==> config.mk <==
export PLATFORM = sky130hd
export DESIGN_NAME = bcd_rtc_calendar_registers_flat
export DESIGN_NICKNAME = d
export VERILOG_FILES = /design/src/rtl/core/bcdrtc_pkg.sv /design/src/rtl/core/bcdrtc_if.sv /design/src/rtl/core/bcdrtc_time.sv /design/src/rtl/core/bcdrtc_timer.sv /design/src/rtl/core/bcd_rtc_calendar_registers.sv /design/src/flat_wrapper.sv
export SDC_FILE = /design/constraint.sdc
export NUM_CORES = 1
export LEC_CHECK = 0
export BUFFER_PORTS_ARGS = -buffer_cell sky130_fd_sc_hd__buf_2
export CORE_ASPECT_RATIO = 1.75
export CORE_MARGIN = 2
export CORE_UTILIZATION = 40
export CTS_CLUSTER_DIAMETER = 100
export DETAILED_ROUTE_END_ITERATION = 8
export GPL_TIMING_DRIVEN = 1
export PLACE_DENSITY = 0.53
export SYNTH_ARGS = -nofsm -noshare
export SYNTH_HDL_FRONTEND = slang
export SYNTH_HIERARCHICAL = 1
export SYNTH_SLANG_ARGS = --single-unit
==> constraint.sdc <==
create_clock -name clock -period 22.8 [get_ports clock]
set_input_delay 1.14 -clock clock [delete_from_list [all_inputs] [get_ports clock]]
set_output_delay 1.14 -clock clock [all_outputs]
set_load 0.03 [all_outputs]
==> src/rtl/core/bcdrtc_pkg.sv <==
// Shared types, register map codes and constant tables for the BCD RTC block.
// Used by the channel interfaces, the time keeper, the interval timer and the top level.
// No dependencies.
package bcdrtc_pkg;

   // Payload widths
   localparam int OP_W    = 2;
   localparam int NIBBLE_W = 4;
   localparam int COUNT_W = 10;

   // Operation codes
   typedef enum logic [OP_W-1:0] {
      OP_READ  = 2'd0,
      OP_WRITE = 2'd1,
      OP_TICK  = 2'd2
   } op_type;

   // Register map
   localparam logic [3:0] ADDR_STATUS  = 4'h0;
   localparam logic [3:0] ADDR_TENTHS  = 4'h1;
   localparam logic [3:0] ADDR_SEC_U   = 4'h2;
   localparam logic [3:0] ADDR_SEC_T   = 4'h3;
   localparam logic [3:0] ADDR_MIN_U   = 4'h4;
   localparam logic [3:0] ADDR_MIN_T   = 4'h5;
   localparam logic [3:0] ADDR_HR_U    = 4'h6;
   localparam logic [3:0] ADDR_HR_T    = 4'h7;
   localparam logic [3:0] ADDR_DAY_U   = 4'h8;
   localparam logic [3:0] ADDR_DAY_T   = 4'h9;
   localparam logic [3:0] ADDR_MON_U   = 4'hA;
   localparam logic [3:0] ADDR_MON_T   = 4'hB;
   localparam logic [3:0] ADDR_YR_U    = 4'hC;
   localparam logic [3:0] ADDR_YR_T    = 4'hD;
   localparam logic [3:0] ADDR_WDAY    = 4'hE;
   localparam logic [3:0] ADDR_SETTING = 4'hF;

   // Control register bits
   localparam int CTRL_HOLD_BIT    = 0;  // interrupt timer held
   localparam int CTRL_IRQ_SEL_BIT = 1;  // address F maps to interrupt control
   localparam int CTRL_STOP_BIT    = 2;  // clock stopped

   // Status register bits
   localparam int STAT_IRQ_BIT     = 0;
   localparam int STAT_CHANGED_BIT = 3;

   // Clock setting bits
   localparam int SET_24H_BIT = 0;
   localparam int SET_PM_BIT  = 1;

   // Interrupt control bits
   localparam int IC_REPEAT_BIT = 3;

   // Days per month, January first
   localparam logic [4:0] MONTH_LEN [12] = '{
      5'd31, 5'd28, 5'd31, 5'd30, 5'd31, 5'd30,
      5'd31, 5'd31, 5'd30, 5'd31, 5'd30, 5'd31
   };

   // Command to the time keeper for one request
   typedef struct packed {
      logic                tick;        // tick with clock running
      logic                wr_en;       // bus write, digit registers
      logic                wr_setting;  // bus write of clock setting
      logic                clr_tenths;  // control write with stop bit set
      logic [3:0]          addr;
      logic [NIBBLE_W-1:0] data;
   } time_cmd_type;

   // Command to the interval timer for one request
   typedef struct packed {
      logic                tick;
      logic                wr_ctrl;      // bus write of control register
      logic                wr_irq_ctrl;  // bus write of interrupt control
      logic                hold;         // control hold bit before the write
      logic [NIBBLE_W-1:0] data;
   } timer_cmd_type;

   // Delay in ticks for an interrupt delay code; zero means off
   function automatic logic [COUNT_W-1:0] delay_ticks(input logic [2:0] code);
      logic [COUNT_W-1:0] n;
      case (code)
         3'd1:    n = 10'd1;
         3'd2:    n = 10'd5;
         3'd3:    n = 10'd10;
         3'd4:    n = 10'd50;
         3'd5:    n = 10'd100;
         3'd6:    n = 10'd300;
         3'd7:    n = 10'd600;
         default: n = 10'd0;
      endcase
      return n;
   endfunction

   // Length of a month; out-of-range months get 31 days
   function automatic logic [4:0] month_days(input logic [7:0] month, input logic leap);
      logic [4:0] n;
      if (month == 8'd2 && leap) begin
         n = 5'd29;
      end else if (month >= 8'd1 && month <= 8'd12) begin
         n = MONTH_LEN[4'(month[3:0] - 4'd1)];
      end else begin
         n = 5'd31;
      end
      return n;
   endfunction

   // Binary value of a two-digit field (digits may be non-BCD)
   function automatic logic [7:0] two_digit(input logic [3:0] tens, input logic [3:0] units);
      return 8'(tens) * 8'd10 + 8'(units);
   endfunction

endpackage

==> src/rtl/core/bcdrtc_if.sv <==
// Valid/ready channel interfaces for BCD RTC requests and results.
// Depends on bcdrtc_pkg for payload widths.
interface bcdrtc_req_if;
   logic                             valid;
   logic                             ready;
   logic [bcdrtc_pkg::OP_W-1:0]      operation;
   logic [3:0]                       address;
   logic [bcdrtc_pkg::NIBBLE_W-1:0]  write_data;

   modport source (output valid, operation, address, write_data, input ready);
   modport sink   (input valid, operation, address, write_data, output ready);
endinterface

interface bcdrtc_rsp_if;
   logic                             valid;
   logic                             ready;
   logic [bcdrtc_pkg::NIBBLE_W-1:0]  read_data;
   logic                             irq_pending;

   modport source (output valid, read_data, irq_pending, input ready);
   modport sink   (input valid, read_data, irq_pending, output ready);
endinterface

==> src/rtl/core/bcdrtc_time.sv <==
// Time keeper: BCD time/date digits, weekday and clock setting, with tick ripple.
// Depends on bcdrtc_pkg.
module bcdrtc_time (
   input  logic                             clock,
   input  logic                             reset,
   input  bcdrtc_pkg::time_cmd_type         cmd,
   output logic [bcdrtc_pkg::NIBBLE_W-1:0]  rd_data
);

   localparam logic [3:0] DEC_LIMIT  = 4'd10;
   localparam logic [3:0] SEXA_LIMIT = 4'd6;
   localparam logic [3:0] WDAY_LIMIT = 4'd8;

   logic [3:0] tenths_ff, sec_u_ff, sec_t_ff, min_u_ff, min_t_ff, hr_u_ff, hr_t_ff;
   logic [3:0] day_u_ff, day_t_ff, mon_u_ff, mon_t_ff, yr_u_ff, yr_t_ff, wday_ff, setting_ff;
   logic [3:0] tenths_in, sec_u_in, sec_t_in, min_u_in, min_t_in, hr_u_in, hr_t_in;
   logic [3:0] day_u_in, day_t_in, mon_u_in, mon_t_in, yr_u_in, yr_t_in, wday_in, setting_in;

   // Increment a 4-bit digit; carry and clear when it reaches the limit
   function automatic logic [4:0] bump(input logic [3:0] d, input logic [3:0] limit);
      logic [3:0] n;
      n = 4'(d + 4'd1);
      return (n == limit) ? 5'b1_0000 : {1'b0, n};
   endfunction

   // Tick ripple and bus writes
   always_comb begin : next_state
      logic [4:0] step;
      logic       carry;
      logic       h24;
      logic       day_adv;
      logic [7:0] hv;
      logic [4:0] dim;

      tenths_in  = tenths_ff;  sec_u_in = sec_u_ff;  sec_t_in = sec_t_ff;
      min_u_in   = min_u_ff;   min_t_in = min_t_ff;  hr_u_in  = hr_u_ff;
      hr_t_in    = hr_t_ff;    day_u_in = day_u_ff;  day_t_in = day_t_ff;
      mon_u_in   = mon_u_ff;   mon_t_in = mon_t_ff;  yr_u_in  = yr_u_ff;
      yr_t_in    = yr_t_ff;    wday_in  = wday_ff;   setting_in = setting_ff;
      h24     = setting_ff[bcdrtc_pkg::SET_24H_BIT];
      day_adv = 1'b0;
      hv      = '0;
      dim     = '0;
      carry   = 1'b0;
      step    = '0;

      if (cmd.tick) begin
         // seconds and minutes carry chain
         step = bump(tenths_ff, DEC_LIMIT);
         tenths_in = step[3:0];
         carry = step[4];
         if (carry) begin
            step = bump(sec_u_ff, DEC_LIMIT);
            sec_u_in = step[3:0];
            carry = step[4];
         end
         if (carry) begin
            step = bump(sec_t_ff, SEXA_LIMIT);
            sec_t_in = step[3:0];
            carry = step[4];
         end
         if (carry) begin
            step = bump(min_u_ff, DEC_LIMIT);
            min_u_in = step[3:0];
            carry = step[4];
         end
         if (carry) begin
            step = bump(min_t_ff, SEXA_LIMIT);
            min_t_in = step[3:0];
            carry = step[4];
         end

         // hours with 12/24-hour wrap
         if (carry) begin
            step = bump(hr_u_ff, DEC_LIMIT);
            hr_u_in = step[3:0];
            if (step[4]) begin
               hr_t_in = 4'(hr_t_ff + 4'd1);
            end
            hv = bcdrtc_pkg::two_digit(hr_t_in, hr_u_in);
            if (!h24 && hv == 8'd12) begin
               setting_in[bcdrtc_pkg::SET_PM_BIT] = ~setting_ff[bcdrtc_pkg::SET_PM_BIT];
            end
            if (!h24 && hv == 8'd13) begin
               hr_t_in = 4'd0;
               hr_u_in = 4'd1;
            end
            if (h24 && hv == 8'd24) begin
               hr_t_in = 4'd0;
               hr_u_in = 4'd0;
            end
            hv = bcdrtc_pkg::two_digit(hr_t_in, hr_u_in);
            day_adv = h24 ? (hv == 8'd0)
                          : (hv == 8'd12 && !setting_in[bcdrtc_pkg::SET_PM_BIT]);
         end

         // day, weekday, month, leap counter, year
         if (day_adv) begin
            step = bump(day_u_ff, DEC_LIMIT);
            day_u_in = step[3:0];
            if (step[4]) begin
               day_t_in = 4'(day_t_ff + 4'd1);
            end
            step = bump(wday_ff, WDAY_LIMIT);
            wday_in = step[4] ? 4'd1 : step[3:0];
            dim = bcdrtc_pkg::month_days(bcdrtc_pkg::two_digit(mon_t_ff, mon_u_ff),
                                         setting_in[3:2] == 2'd0);
            if (bcdrtc_pkg::two_digit(day_t_in, day_u_in) == 8'(dim) + 8'd1) begin
               day_t_in = 4'd0;
               day_u_in = 4'd1;
               step = bump(mon_u_ff, DEC_LIMIT);
               mon_u_in = step[3:0];
               if (step[4]) begin
                  mon_t_in = 4'(mon_t_ff + 4'd1);
               end
               if (bcdrtc_pkg::two_digit(mon_t_in, mon_u_in) == 8'd13) begin
                  mon_t_in = 4'd0;
                  mon_u_in = 4'd1;
                  setting_in[3:2] = 2'(setting_in[3:2] + 2'd1);
                  step = bump(yr_u_ff, DEC_LIMIT);
                  yr_u_in = step[3:0];
                  if (step[4]) begin
                     step = bump(yr_t_ff, DEC_LIMIT);
                     yr_t_in = step[3:0];
                  end
               end
            end
         end
      end

      // bus writes
      if (cmd.clr_tenths) begin
         tenths_in = 4'd0;
      end
      if (cmd.wr_setting) begin
         setting_in = cmd.data;
      end
      if (cmd.wr_en) begin
         case (cmd.addr)
            bcdrtc_pkg::ADDR_SEC_U: sec_u_in = cmd.data;
            bcdrtc_pkg::ADDR_SEC_T: sec_t_in = cmd.data;
            bcdrtc_pkg::ADDR_MIN_U: min_u_in = cmd.data;
            bcdrtc_pkg::ADDR_MIN_T: min_t_in = cmd.data;
            bcdrtc_pkg::ADDR_HR_U:  hr_u_in  = cmd.data;
            bcdrtc_pkg::ADDR_HR_T:  hr_t_in  = cmd.data;
            bcdrtc_pkg::ADDR_DAY_U: day_u_in = cmd.data;
            bcdrtc_pkg::ADDR_DAY_T: day_t_in = cmd.data;
            bcdrtc_pkg::ADDR_MON_U: mon_u_in = cmd.data;
            bcdrtc_pkg::ADDR_MON_T: mon_t_in = cmd.data;
            bcdrtc_pkg::ADDR_YR_U:  yr_u_in  = cmd.data;
            bcdrtc_pkg::ADDR_YR_T:  yr_t_in  = cmd.data;
            bcdrtc_pkg::ADDR_WDAY:  wday_in  = cmd.data;
            default: ;
         endcase
      end
   end

   // Read mux; status and interrupt control live elsewhere
   always_comb begin
      case (cmd.addr)
         bcdrtc_pkg::ADDR_TENTHS:  rd_data = tenths_ff;
         bcdrtc_pkg::ADDR_SEC_U:   rd_data = sec_u_ff;
         bcdrtc_pkg::ADDR_SEC_T:   rd_data = sec_t_ff;
         bcdrtc_pkg::ADDR_MIN_U:   rd_data = min_u_ff;
         bcdrtc_pkg::ADDR_MIN_T:   rd_data = min_t_ff;
         bcdrtc_pkg::ADDR_HR_U:    rd_data = hr_u_ff;
         bcdrtc_pkg::ADDR_HR_T:    rd_data = hr_t_ff;
         bcdrtc_pkg::ADDR_DAY_U:   rd_data = day_u_ff;
         bcdrtc_pkg::ADDR_DAY_T:   rd_data = day_t_ff;
         bcdrtc_pkg::ADDR_MON_U:   rd_data = mon_u_ff;
         bcdrtc_pkg::ADDR_MON_T:   rd_data = mon_t_ff;
         bcdrtc_pkg::ADDR_YR_U:    rd_data = yr_u_ff;
         bcdrtc_pkg::ADDR_YR_T:    rd_data = yr_t_ff;
         bcdrtc_pkg::ADDR_WDAY:    rd_data = wday_ff;
         // PM bit reads as zero in 24-hour mode
         bcdrtc_pkg::ADDR_SETTING: rd_data = setting_ff[bcdrtc_pkg::SET_24H_BIT]
                                             ? (setting_ff & 4'hD) : setting_ff;
         default:                  rd_data = 4'd0;
      endcase
   end

   // State registers
   always_ff @(posedge clock) begin
      if (reset) begin
         tenths_ff <= 4'd0;  sec_u_ff <= 4'd0;  sec_t_ff <= 4'd0;
         min_u_ff  <= 4'd0;  min_t_ff <= 4'd0;  hr_u_ff  <= 4'd0;
         hr_t_ff   <= 4'd0;  day_u_ff <= 4'd1;  day_t_ff <= 4'd0;
         mon_u_ff  <= 4'd1;  mon_t_ff <= 4'd0;  yr_u_ff  <= 4'd0;
         yr_t_ff   <= 4'd0;  wday_ff  <= 4'd1;  setting_ff <= 4'd1;
      end else begin
         tenths_ff <= tenths_in;  sec_u_ff <= sec_u_in;  sec_t_ff <= sec_t_in;
         min_u_ff  <= min_u_in;   min_t_ff <= min_t_in;  hr_u_ff  <= hr_u_in;
         hr_t_ff   <= hr_t_in;    day_u_ff <= day_u_in;  day_t_ff <= day_t_in;
         mon_u_ff  <= mon_u_in;   mon_t_ff <= mon_t_in;  yr_u_ff  <= yr_u_in;
         yr_t_ff   <= yr_t_in;    wday_ff  <= wday_in;   setting_ff <= setting_in;
      end
   end

endmodule

==> src/rtl/core/bcdrtc_timer.sv <==
// Interval timer: interrupt control register, tick countdown and arming logic.
// Depends on bcdrtc_pkg.
module bcdrtc_timer (
   input  logic                             clock,
   input  logic                             reset,
   input  bcdrtc_pkg::timer_cmd_type        cmd,
   output logic                             expire,
   output logic [bcdrtc_pkg::NIBBLE_W-1:0]  irq_ctrl
);

   logic [bcdrtc_pkg::NIBBLE_W-1:0] irq_ctrl_ff, irq_ctrl_in;
   logic [bcdrtc_pkg::COUNT_W-1:0]  count_ff, count_in;
   logic                            armed_ff, armed_in;

   assign irq_ctrl = irq_ctrl_ff;

   // Arming, disarming and countdown
   always_comb begin : next_state
      logic [bcdrtc_pkg::COUNT_W-1:0] load;
      logic [bcdrtc_pkg::COUNT_W-1:0] dec;

      irq_ctrl_in = irq_ctrl_ff;
      count_in    = count_ff;
      armed_in    = armed_ff;
      expire      = 1'b0;
      load        = bcdrtc_pkg::delay_ticks(irq_ctrl_ff[2:0]);
      dec         = count_ff - 10'd1;

      // control write: setting hold disarms, releasing it rearms
      if (cmd.wr_ctrl) begin
         if (!cmd.hold && cmd.data[bcdrtc_pkg::CTRL_HOLD_BIT]) begin
            armed_in = 1'b0;
         end else if (cmd.hold && !cmd.data[bcdrtc_pkg::CTRL_HOLD_BIT]) begin
            count_in = load;
            armed_in = (load != '0);
         end
      end

      // interrupt control write rearms with the new delay unless held
      if (cmd.wr_irq_ctrl) begin
         irq_ctrl_in = cmd.data;
         if (!cmd.hold) begin
            count_in = bcdrtc_pkg::delay_ticks(cmd.data[2:0]);
            armed_in = (count_in != '0);
         end
      end

      // countdown, expiry and optional reload
      if (cmd.tick && armed_ff) begin
         count_in = dec;
         if (dec == '0) begin
            expire = 1'b1;
            if (irq_ctrl_ff[bcdrtc_pkg::IC_REPEAT_BIT]) begin
               count_in = load;
               armed_in = (load != '0);
            end else begin
               armed_in = 1'b0;
            end
         end
      end
   end

   always_ff @(posedge clock) begin
      if (reset) begin
         irq_ctrl_ff <= '0;
         count_ff    <= '0;
         armed_ff    <= 1'b0;
      end else begin
         irq_ctrl_ff <= irq_ctrl_in;
         count_ff    <= count_in;
         armed_ff    <= armed_in;
      end
   end

endmodule

==> src/rtl/core/bcd_rtc_calendar_registers.sv <==
// BCD real-time clock/calendar register block: top level with request and result stages.
// Depends on bcdrtc_pkg, bcdrtc_req_if/bcdrtc_rsp_if, bcdrtc_time and bcdrtc_timer.
//
// Sixteen 4-bit registers of a BCD clock/calendar with an interval-timer interrupt.
// Each request is a bus read, a bus write or a tenth-second tick, and returns exactly
// one result carrying the read nibble (zero for writes and ticks) and the interrupt
// flag after the request. The block takes one request per clock while results are
// taken: a request is held in an input register, and its whole effect (BCD carry
// ripple through time and date, timer countdown, register read and write) is applied
// as it moves into the result register, which presents the result. While a result
// waits to be taken, the input register takes one more request and then holds the
// input off. Reading address 0 returns status and clears it.
module bcd_rtc_calendar_registers (
   input  logic         clock,
   input  logic         reset,
   bcdrtc_req_if.sink   req_ch,
   bcdrtc_rsp_if.source rsp_ch
);

   // Input stage
   logic                              s1_valid_ff;
   logic [bcdrtc_pkg::OP_W-1:0]       s1_op_ff;
   logic [3:0]                        s1_addr_ff;
   logic [bcdrtc_pkg::NIBBLE_W-1:0]   s1_data_ff;

   // Result stage
   logic                              rsp_valid_ff;
   logic [bcdrtc_pkg::NIBBLE_W-1:0]   rsp_data_ff, rsp_data_in;
   logic                              rsp_irq_ff;

   // Control and status
   logic [bcdrtc_pkg::NIBBLE_W-1:0]   control_ff, control_in;
   logic [bcdrtc_pkg::NIBBLE_W-1:0]   status_ff, status_in;

   logic                              out_free, s1_go;
   logic                              is_read, is_write, is_tick, stopped;
   logic                              irq_sel;
   bcdrtc_pkg::time_cmd_type          time_cmd;
   bcdrtc_pkg::timer_cmd_type         timer_cmd;
   logic [bcdrtc_pkg::NIBBLE_W-1:0]   time_rd, irq_ctrl;
   logic                              expire;

   // Handshake
   assign out_free     = !rsp_valid_ff || rsp_ch.ready;
   assign s1_go        = s1_valid_ff && out_free;
   assign req_ch.ready = !s1_valid_ff || out_free;

   assign rsp_ch.valid       = rsp_valid_ff;
   assign rsp_ch.read_data   = rsp_data_ff;
   assign rsp_ch.irq_pending = rsp_irq_ff;

   // Request decode
   assign is_read  = s1_go && (s1_op_ff == bcdrtc_pkg::OP_READ);
   assign is_write = s1_go && (s1_op_ff == bcdrtc_pkg::OP_WRITE);
   assign is_tick  = s1_go && (s1_op_ff == bcdrtc_pkg::OP_TICK);
   assign stopped  = control_ff[bcdrtc_pkg::CTRL_STOP_BIT];
   assign irq_sel  = control_ff[bcdrtc_pkg::CTRL_IRQ_SEL_BIT];

   // Commands to the time keeper and the timer
   always_comb begin
      time_cmd.tick       = is_tick && !stopped;
      time_cmd.wr_en      = is_write;
      time_cmd.wr_setting = is_write && (s1_addr_ff == bcdrtc_pkg::ADDR_SETTING) && !irq_sel;
      time_cmd.clr_tenths = is_write && (s1_addr_ff == bcdrtc_pkg::ADDR_STATUS)
                            && s1_data_ff[bcdrtc_pkg::CTRL_STOP_BIT];
      time_cmd.addr       = s1_addr_ff;
      time_cmd.data       = s1_data_ff;

      timer_cmd.tick        = is_tick;
      timer_cmd.wr_ctrl     = is_write && (s1_addr_ff == bcdrtc_pkg::ADDR_STATUS);
      timer_cmd.wr_irq_ctrl = is_write && (s1_addr_ff == bcdrtc_pkg::ADDR_SETTING) && irq_sel;
      timer_cmd.hold        = control_ff[bcdrtc_pkg::CTRL_HOLD_BIT];
      timer_cmd.data        = s1_data_ff;
   end

   bcdrtc_time u_time (
      .clock   (clock),
      .reset   (reset),
      .cmd     (time_cmd),
      .rd_data (time_rd)
   );

   bcdrtc_timer u_timer (
      .clock    (clock),
      .reset    (reset),
      .cmd      (timer_cmd),
      .expire   (expire),
      .irq_ctrl (irq_ctrl)
   );

   // Control, status and read data
   always_comb begin
      control_in  = control_ff;
      status_in   = status_ff;
      rsp_data_in = 4'd0;
      if (timer_cmd.wr_ctrl) begin
         control_in = s1_data_ff;
      end
      if (is_read) begin
         if (s1_addr_ff == bcdrtc_pkg::ADDR_STATUS) begin
            rsp_data_in = status_ff;
            status_in   = 4'd0;
         end else if (s1_addr_ff == bcdrtc_pkg::ADDR_SETTING && irq_sel) begin
            rsp_data_in = irq_ctrl;
         end else begin
            rsp_data_in = time_rd;
         end
      end
      if (time_cmd.tick) begin
         status_in[bcdrtc_pkg::STAT_CHANGED_BIT] = 1'b1;
      end
      if (expire) begin
         status_in[bcdrtc_pkg::STAT_IRQ_BIT] = 1'b1;
      end
   end

   // Control registers of both stages
   always_ff @(posedge clock) begin
      if (reset) begin
         s1_valid_ff  <= 1'b0;
         rsp_valid_ff <= 1'b0;
         control_ff   <= '0;
         status_ff    <= '0;
      end else begin
         if (req_ch.ready) begin
            s1_valid_ff <= req_ch.valid;
         end
         if (out_free) begin
            rsp_valid_ff <= s1_valid_ff;
         end
         control_ff <= control_in;
         status_ff  <= status_in;
      end
   end

   // Payload registers
   always_ff @(posedge clock) begin
      if (req_ch.ready && req_ch.valid) begin
         s1_op_ff   <= req_ch.operation;
         s1_addr_ff <= req_ch.address;
         s1_data_ff <= req_ch.write_data;
      end
      if (s1_go) begin
         rsp_data_ff <= rsp_data_in;
         rsp_irq_ff  <= status_in[bcdrtc_pkg::STAT_IRQ_BIT];
      end
   end

   // A status read always reports the interrupt flag cleared
   a_status_read_clears: assert property (@(posedge clock) disable iff (reset)
      (is_read && s1_addr_ff == bcdrtc_pkg::ADDR_STATUS) |=> !rsp_ch.irq_pending)
      else $error("status read did not clear the interrupt flag");

   // Writes, ticks and unused codes return zero read data
   a_nonread_zero: assert property (@(posedge clock) disable iff (reset)
      (s1_go && s1_op_ff != bcdrtc_pkg::OP_READ) |=> (rsp_ch.read_data == 4'd0))
      else $error("non-read request returned nonzero read data");

   // Input stalls only when both stages are full and the output is blocked
   a_stall_cause: assert property (@(posedge clock) disable iff (reset)
      !req_ch.ready |-> (s1_valid_ff && rsp_valid_ff && !rsp_ch.ready))
      else $error("input stalled without a full pipeline");

   // A stopped clock never raises the data-changed flag
   a_stop_holds: assert property (@(posedge clock) disable iff (reset)
      (stopped && !status_ff[bcdrtc_pkg::STAT_CHANGED_BIT])
      |=> !status_ff[bcdrtc_pkg::STAT_CHANGED_BIT])
      else $error("data-changed flag set while clock stopped");

endmodule

==> src/flat_wrapper.sv <==
// flat-port wrapper written by rule: the top's interface ports become plain ports
module bcd_rtc_calendar_registers_flat 
  (clock, reset, req_ch_valid, req_ch_operation, req_ch_address, req_ch_write_data, req_ch_ready, rsp_ch_valid, rsp_ch_read_data, rsp_ch_irq_pending, rsp_ch_ready);
  bcdrtc_req_if req_ch_i ();
  bcdrtc_rsp_if rsp_ch_i ();
  input  logic clock;
  input  logic reset;
  input wire logic [$bits(req_ch_i.valid)-1:0] req_ch_valid;
  input wire logic [$bits(req_ch_i.operation)-1:0] req_ch_operation;
  input wire logic [$bits(req_ch_i.address)-1:0] req_ch_address;
  input wire logic [$bits(req_ch_i.write_data)-1:0] req_ch_write_data;
  output wire logic [$bits(req_ch_i.ready)-1:0] req_ch_ready;
  output wire logic [$bits(rsp_ch_i.valid)-1:0] rsp_ch_valid;
  output wire logic [$bits(rsp_ch_i.read_data)-1:0] rsp_ch_read_data;
  output wire logic [$bits(rsp_ch_i.irq_pending)-1:0] rsp_ch_irq_pending;
  input wire logic [$bits(rsp_ch_i.ready)-1:0] rsp_ch_ready;
  assign req_ch_i.valid = req_ch_valid;
  assign req_ch_i.operation = req_ch_operation;
  assign req_ch_i.address = req_ch_address;
  assign req_ch_i.write_data = req_ch_write_data;
  assign req_ch_ready = req_ch_i.ready;
  assign rsp_ch_valid = rsp_ch_i.valid;
  assign rsp_ch_read_data = rsp_ch_i.read_data;
  assign rsp_ch_irq_pending = rsp_ch_i.irq_pending;
  assign rsp_ch_i.ready = rsp_ch_ready;
  bcd_rtc_calendar_registers u_core (.clock(clock), .reset(reset), .req_ch(req_ch_i), .rsp_ch(rsp_ch_i));
endmodule
======== After elaboration in Yosys (flattened, before gate mapping) ========
Memory sizes are Yosys's and may differ from the RTL's.
Cells that the tools add are included.
operators by class
  add/sub/neg operators ................... 23
  multiply operators ...................... 5
  divide/modulo/power cells ............... 0
  $lt $le $gt $ge ......................... 3
  eq/ne operators ......................... 49
  shift-type cells ........................ 0
  muxes and demuxes ....................... 149
  bitwise operators ....................... 3
  reduce and logical (&&, ||, !) cells .... 50
operator list
  kind                                                                                 number
  4-bit 2-to-1 mux                                                                     88
  10-bit case mux with 7 select lines                                                  2
  10-bit 2-to-1 mux                                                                    10
  5-bit 2-to-1 mux                                                                     16
  4-bit == test, second input constant                                                 17
  4-bit case mux with 15 select lines                                                  1
  4-bit by 1-bit adder with 4-bit output, second input constant                        14
  8-bit by 4-bit adder with 8-bit output                                               5
  4-bit by 3-bit multiplier with 7-bit output, second input constant                   5
  8-bit by 4-bit == test with 1-bit output, second input constant                      4
  1-bit 2-to-1 mux                                                                     27
  3-bit == test, second input constant                                                 8
  4-bit by 3-bit == test with 1-bit output, second input constant                      6
  1-bit logical AND                                                                    21
  10-bit nonzero test                                                                  2
  2-bit nonzero test                                                                   7
  3-bit by 2-bit == test with 1-bit output, second input constant                      4
  10-bit zero test                                                                     1
  10-bit by 1-bit subtractor with 10-bit output, second input constant                 1
  4-bit by 2-bit == test with 1-bit output, second input constant                      2
  8-bit by 2-bit == test with 1-bit output, second input constant                      1
  8-bit by 5-bit == test with 1-bit output, second input constant                      1
  8-bit by 6-bit == test with 1-bit output                                             1
  8-bit by 1-bit greater-or-equal comparator with 1-bit output, second input constant  1
  21 further kinds                                                                     37
storage, ports and cells
  flip-flop bits (word level) ............. 97
  latch bits .............................. 0
  bits in writable memories ............... 0
  memory bits (read-only) ................. 80
  input bits .............................. 14
  output and inout port bits .............. 7
  logic and storage cells ................. 314
  memories ................................ 1
memories
  memory            depth  width  read ports  clocked after Yosys merged registers in  wr ports  RTL line          source
  (name not given)  16     5      1           0                                        0         bcdrtc_pkg.sv:99  n = MONTH_LEN[4'(month[3:0] - 4'd1)];

======== Depth between registers and ports, before layout ========
  word-level depth ........................ 46
  mapped depth ............................ 34
  gate-level depth less buffers ........... 31

======== Cells and area by module ========
Netlist, hierarchy kept.
by module, submodules not included
  module                      times used  cells an instance  area an instance (µm²)  seq. area each (µm²)
  bcdrtc_time                 1           924                6911.6                  1201.2
  bcdrtc_timer                1           157                1192.4                  300.3
  bcd_rtc_calendar_registers  1           82                 982.2                   590.6

======== Worst setup path before layout ========
OpenSTA, ideal clock, no wires.
  kind .................................... reg2reg
  from .................................... register u_core.u_time.hr_u_ff[1]
  to ...................................... register u_core.u_time.yr_u_ff[1]
  arrival time ............................ 7.392 ns
  setup slack ............................. 15.286 ns
  cell stages (with the launch flop) ...... 34
  buffers on the path ..................... 3
  clock period less this slack ............ 7.514 ns
  cell sequence ........................... dfxtp_1 -> ha_1 -> and2_1 -> a21oi_1 -> mux2i_1 -> and2_1 -> clkbuf_1 -> mux2i_1 -> inv_1 -> ha_1 -> ha_1 -> inv_1 -> fa_1 -> nand2b_1 -> nor3_1 -> a21boi_0 -> mux2_2 -> or2_1 -> a211oi_1 -> clkbuf_1 -> nor2_1 -> ha_1 -> ha_1 -> inv_1 -> fa_1 -> nand2b_1 -> or2_2 -> a31o_2 -> o31a_1 -> a21o_1 -> a211oi_2 -> clkbuf_1 -> o2111ai_1 -> o311a_1
between the ends
  longest elaborated chain between the ends .. 25
  elaborated cells on any way between the ends .. 38
  classes of those cells .................. add/sub: 3; mul: 2; eq/ne: 5; mux: 22; reduce/logical: 6
RTL lines
  element                                      RTL line            source
  start, declared                              bcdrtc_time.sv:14   logic [3:0] tenths_ff, sec_u_ff, sec_t_ff, min_u_ff, min_t_ff, hr_u_ff, hr_t_ff;
  start signal, assigned                       bcdrtc_time.sv:192  min_u_ff <= min_u_in; min_t_ff <= min_t_in; hr_u_ff <= hr_u_in;
  4-bit by 1-bit adder with 4-bit output *     bcdrtc_time.sv:22   n = 4'(d + 4'd1);
  4-bit == test                                bcdrtc_time.sv:23   return (n == limit) ? 5'b1_0000 : {1'b0, n};
  5-bit 2-to-1 mux *                           bcdrtc_time.sv:23
  4-bit 2-to-1 mux                             bcdrtc_time.sv:77   if (step[4]) begin
  4-bit 2-to-1 mux                             bcdrtc_time.sv:74   if (carry) begin
  4-bit 2-to-1 mux                             bcdrtc_time.sv:47   if (cmd.tick) begin
  4-bit by 3-bit multiplier with 7-bit output  bcdrtc_pkg.sv:108   return 8'(tens) * 8'd10 + 8'(units);
  8-bit by 4-bit adder with 8-bit output       bcdrtc_pkg.sv:108
  [9 not listed]                               --
  1-bit logical AND                            bcdrtc_time.sv:94   : (hv == 8'd12 && !setting_in[bcdrtc_pkg::SET_PM_BIT]);
  1-bit 2-to-1 mux *                           bcdrtc_time.sv:93   day_adv = h24 ? (hv == 8'd0)
  1-bit 2-to-1 mux *                           bcdrtc_time.sv:74
  1-bit 2-to-1 mux *                           bcdrtc_time.sv:47
  4-bit 2-to-1 mux *                           bcdrtc_time.sv:98   if (day_adv) begin
  4-bit 2-to-1 mux *                           bcdrtc_time.sv:47
  4-bit 2-to-1 mux                             bcdrtc_time.sv:139  case (cmd.addr)
  4-bit 2-to-1 mux *                           bcdrtc_time.sv:138  if (cmd.wr_en) begin
  end signal, assigned                         bcdrtc_time.sv:194  mon_u_ff <= mon_u_in; mon_t_ff <= mon_t_in; yr_u_ff <= yr_u_in;
  end, declared                                bcdrtc_time.sv:15   logic [3:0] day_u_ff, day_t_ff, mon_u_ff, mon_t_ff, yr_u_ff, yr_t_ff, wday_ff, setting_ff;
Mark *: on every way between the ends. The rest lies on a longest branch, timed or not. The select of a mux whose other input is x is not followed.
A chain may end at the register's enable or synchronous reset.

======== Final worst setup path ========
  from .................................... register u_core.u_time.hr_u_ff[0]
  to ...................................... register u_core.u_time.mon_u_ff[3]
between the ends
  longest elaborated chain between the ends .. 25
  elaborated cells on any way between the ends .. 38
  classes of those cells .................. add/sub: 3; mul: 2; eq/ne: 5; mux: 22; reduce/logical: 6
RTL lines
  element                                      RTL line
  4-bit by 1-bit adder with 4-bit output *     bcdrtc_time.sv:22
  4-bit == test                                bcdrtc_time.sv:23
  5-bit 2-to-1 mux *                           bcdrtc_time.sv:23
  4-bit 2-to-1 mux                             bcdrtc_time.sv:77
  4-bit 2-to-1 mux                             bcdrtc_time.sv:74
  4-bit 2-to-1 mux                             bcdrtc_time.sv:47
  4-bit by 3-bit multiplier with 7-bit output  bcdrtc_pkg.sv:108
  8-bit by 4-bit adder with 8-bit output       bcdrtc_pkg.sv:108
  [9 not listed]                               --
  1-bit logical AND                            bcdrtc_time.sv:94
  1-bit 2-to-1 mux *                           bcdrtc_time.sv:93
  1-bit 2-to-1 mux *                           bcdrtc_time.sv:74
  1-bit 2-to-1 mux *                           bcdrtc_time.sv:47
  4-bit 2-to-1 mux *                           bcdrtc_time.sv:98
  4-bit 2-to-1 mux *                           bcdrtc_time.sv:47
  4-bit 2-to-1 mux                             bcdrtc_time.sv:139
  4-bit 2-to-1 mux *                           bcdrtc_time.sv:138
  end signal, assigned                         bcdrtc_time.sv:194
  end, declared                                bcdrtc_time.sv:15
Marked as above.

==> run metrics <==
status=finished, final reports clean; Slew @ Worst Pin=1030 ps; clock slew at reported path FFs=70 ps; clock insertion delay at the later pin of the skew report=360 ps; EDFF count, synth=15; Slew Limit Fails=0; CP Class=flop to flop; Synth Flop Type=dfxtp_1; Final ANT Viol Nets=0; Arr. time, crit path=8660 ps; dpl cells=1430; max frequency=0.119 GHz; maximum VDD drop=34.5 uV; Max Clock Skew=8.55 ps; DRT Pass-1 Iters=5; synthesized area per cell=7.81 um2; Cell Int Power=0.000261 W; crit path max fanout=15; max_cap viols=0; Psw=0.0000983 W; via/cell ratio=6.09; vias=8805; TNS Setup=0 ps; total routed wirelength=28400 um; relative slew slack=30.5%; pwr dens=37.2 nW/um2; fill count=2323; DP HPWL=21400 um; HP Class=flop to flop; mean routed wirelength per cell=19.6 um; layout cells sized above 1=8.03%; CP required=23040 ps; GRT Residual Overflow=0; Global Route Usage Sum=23.5%; Yosys reg bits=97; Starting DRT DRC Count=545; clk root buf=clkbuf_16; area of the die=24000 um2; max reg flops=10; post-layout min period=8410 ps; clk buf depth=2; WHS Endpoint=u_core/control_ff[2]; global-route wire length before repair=45100 um; port buffer count=20; die width=118 um; worst reg2reg path startpoint=u_core/u_time/hr_u_ff[0]; CTS tree=built; core area=22600 um2; R2R depth=30; Final GP Congestion=0.851; Post-CTS Resized=0; initial antenna violation count=0; sequential share of power=49.9%; Starting Density=40.3%; r2r endpoint=u_core/u_time/mon_u_ff[3]; Most common cell on crit path=ha_1; Slowest-stage cell, CP=xor2_1; max incr delay on CP=600 ps; Netlist Area Pre-Place=9090 um2; Area Growth Syn to Fin=6.27%; largest net degree at the start of global routing=51; CTS H-Tree Depth=3; Gate power share=8.5%; CP Capture Type=flop; HP Start=u_core/control_ff[2]; share of synthesized flip-flops with an asynchronous set or reset=0%; Fin. Hold Viols=0; Final Net Count=1226; RSZ-0062 raised after global routing=no; antenna diode count=0; clock sinks=97; die height=203 um; IO Count=21; flop2flop setup slack=14390 ps; Sw Share=27.4%; CTS Buf Count=9; fin crit share=36.9%; YS warnings=6; Clock power frac=41.6%; drt drc=0; Seq/Total Area, Yosys=23.0%; Unique masters post-synth=90; crit start category=flop; hold depth=2; vias in the first global route=8535; syn nets=1248; Pleak=3.54 nW; Cell Count, Final, Fillers Out=1446; CTS Hold Buffers Added=0; Post-CTS Setup Bufs=0; most flop-heavy register=u_core/u_timer/count_ff; Mapped Cells=1163; Finish-stage setup viols=0; Placement Rows=73
## Yosys cell counts, types with 6 or more instances
cell type	count	share of area, %
o2111ai_1	8	0.77
or3_1	7	0.48
o31ai_1	8	0.66
o311a_1	8	0.88
dfxtp_1	82	18
a211oi_1	41	3.4
a21o_1	8	0.66
nor4_1	10	0.69
nor3_1	39	2.1
inv_1	58	2.4
nor2_1	116	4.8
mux2i_1	30	3.3
a311oi_1	27	2.6
o21a_1	6	0.50
nand2_1	104	4.3
fa_1	8	1.8
edfxtp_1	15	5.0
a211o_1	6	0.58
a31oi_1	14	0.96
nor2b_1	17	1.2
a2111oi_0	6	0.58
ha_1	63	8.7
o21ai_0	36	2.0
o21bai_1	6	0.50
mux2_2	9	1.1
nor3b_1	18	1.5
clkbuf_1	53	2.2
a32oi_1	6	0.58
xor2_1	16	1.5
and3_1	12	0.83
a221oi_1	6	0.58
nand3_1	42	2.3
nand3b_1	9	0.74
and2_1	11	0.76
a21oi_1	71	3.9
xnor2_1	31	3.0
nand2b_1	21	1.4
o211ai_1	10	0.83
nand4_1	17	1.2
## cell families (layout without fill, tap and decap cells)
group | Yosys count | in the layout | share of synthesized area [%]
flops | 97 | 97 | 23.0
mux | 43 | 43 | 5.29
buf+inv | 128 | 111 | 5.81
xor+xnor | 47 | 47 | 4.53
fa+ha+maj | 71 | 71 | 10.4
simple gates | 456 | 456 | 25.6
compound gates | 321 | 321 | 25.3
## power by group through the flow
stage	Sequential, W	Combinational [W]	Clock [W]
3_3_place_gp	0.000183	0.0000304	0
3_5_place_dp	0.000183	0.0000305	0
2_1_floorplan	0.000184	0.0000194	0
4_1_cts	0.000179	0.0000306	0.000153
5_1_grt	0.000180	0.0000333	0.000159
6_report	0.000179	0.0000305	0.000149
## worst max path at each step
| stage | cells past startpoint | slack, ps | endpoint | from |
|---|---|---|---|---|
| 2_1_floorplan | 33 | 15290 | u_core/u_time/yr_u_ff[1] | u_core/u_time/hr_u_ff[1] |
| 3_3_place_gp | 30 | 14590 | u_core/u_time/mon_u_ff[3] | u_core/u_time/hr_u_ff[0] |
| 3_5_place_dp | 30 | 14460 | u_core/u_time/mon_u_ff[3] | u_core/u_time/hr_u_ff[0] |
| 4_1_cts | 30 | 14430 | u_core/u_time/mon_u_ff[3] | u_core/u_time/hr_u_ff[0] |
| 5_1_grt | 30 | 13820 | u_core/u_time/mon_u_ff[3] | u_core/u_time/hr_u_ff[0] |
| 6_report | 30 | 14390 | u_core/u_time/mon_u_ff[3] | u_core/u_time/hr_u_ff[0] |
## layout make-up
| class | count | area [um2] | share of cell area (%) |
|---|---|---|---|
| inverter | 59 | 221 | 2.29 |
| multi-input combinational | 938 | 6470 | 67.0 |
| tap | 300 | 375 | 3.89 |
| sequential | 97 | 2090 | 21.7 |
| clock buffer | 9 | 225 | 2.33 |
| clock inverter | 7 | 55.1 | 0.570 |
| timing repair buffer | 36 | 220 | 2.28 |
## per-layer routing
metal	up-vias	GRT usage [%]	part of all wire, %
met4	0	12.6	4.7
met3	68	1.96	2.6
met2	205	45.6	54
met1	4232	24.7	38
met5	-	0	0
li1	4300	-	-
## cells in the final DEF (no fill, tap or decap), drive strengths merged, types with 10 or more instances in the layout
master	Yosys	routed
a211oi	42	42
a21oi	71	71
a311oi	27	27
a31oi	14	14
and2	11	11
and3	13	13
buf	16	36
dfxtp	82	82
edfxtp	15	15
ha	63	63
inv	59	61
mux2	10	10
mux2i	30	30
nand2	104	104
nand2b	21	21
nand3	42	42
nand4	17	17
nor2	118	118
nor2b	17	17
nor3	41	41
nor3b	18	18
nor4	12	12
o211ai	10	10
o21ai	39	39
xnor2	31	31
xor2	16	16
## critical path, delay by kind of cell (launching register included)
family | cells | cell delay, ps
adders and majority gates | 7 | 2180
muxes | 1 | 290
DFF | 1 | 520
buffers and inverters | 4 | 540
AOI/OAI and AO/OA | 9 | 2340
xor gates and xnor gates | 1 | 600
and+or+nand+nor | 8 | 1810
## through the flow
stage	setup WS, ps	utilization, %	hold WS [ps]	total power (W)	instance area [um2]
after detailed placement	14460	41.6	473	0.000214	9380
final	14390	42.8	478	0.000359	9660
after global placement	14590	41.6	457	0.000214	9380
after floorplan	15290	-	444	0.000203	9090
after CTS	14430	42.8	485	0.000363	9660
after global routing	13820	42.8	508	0.000372	9660
Note: power is estimated with default switching activity, not from simulation.
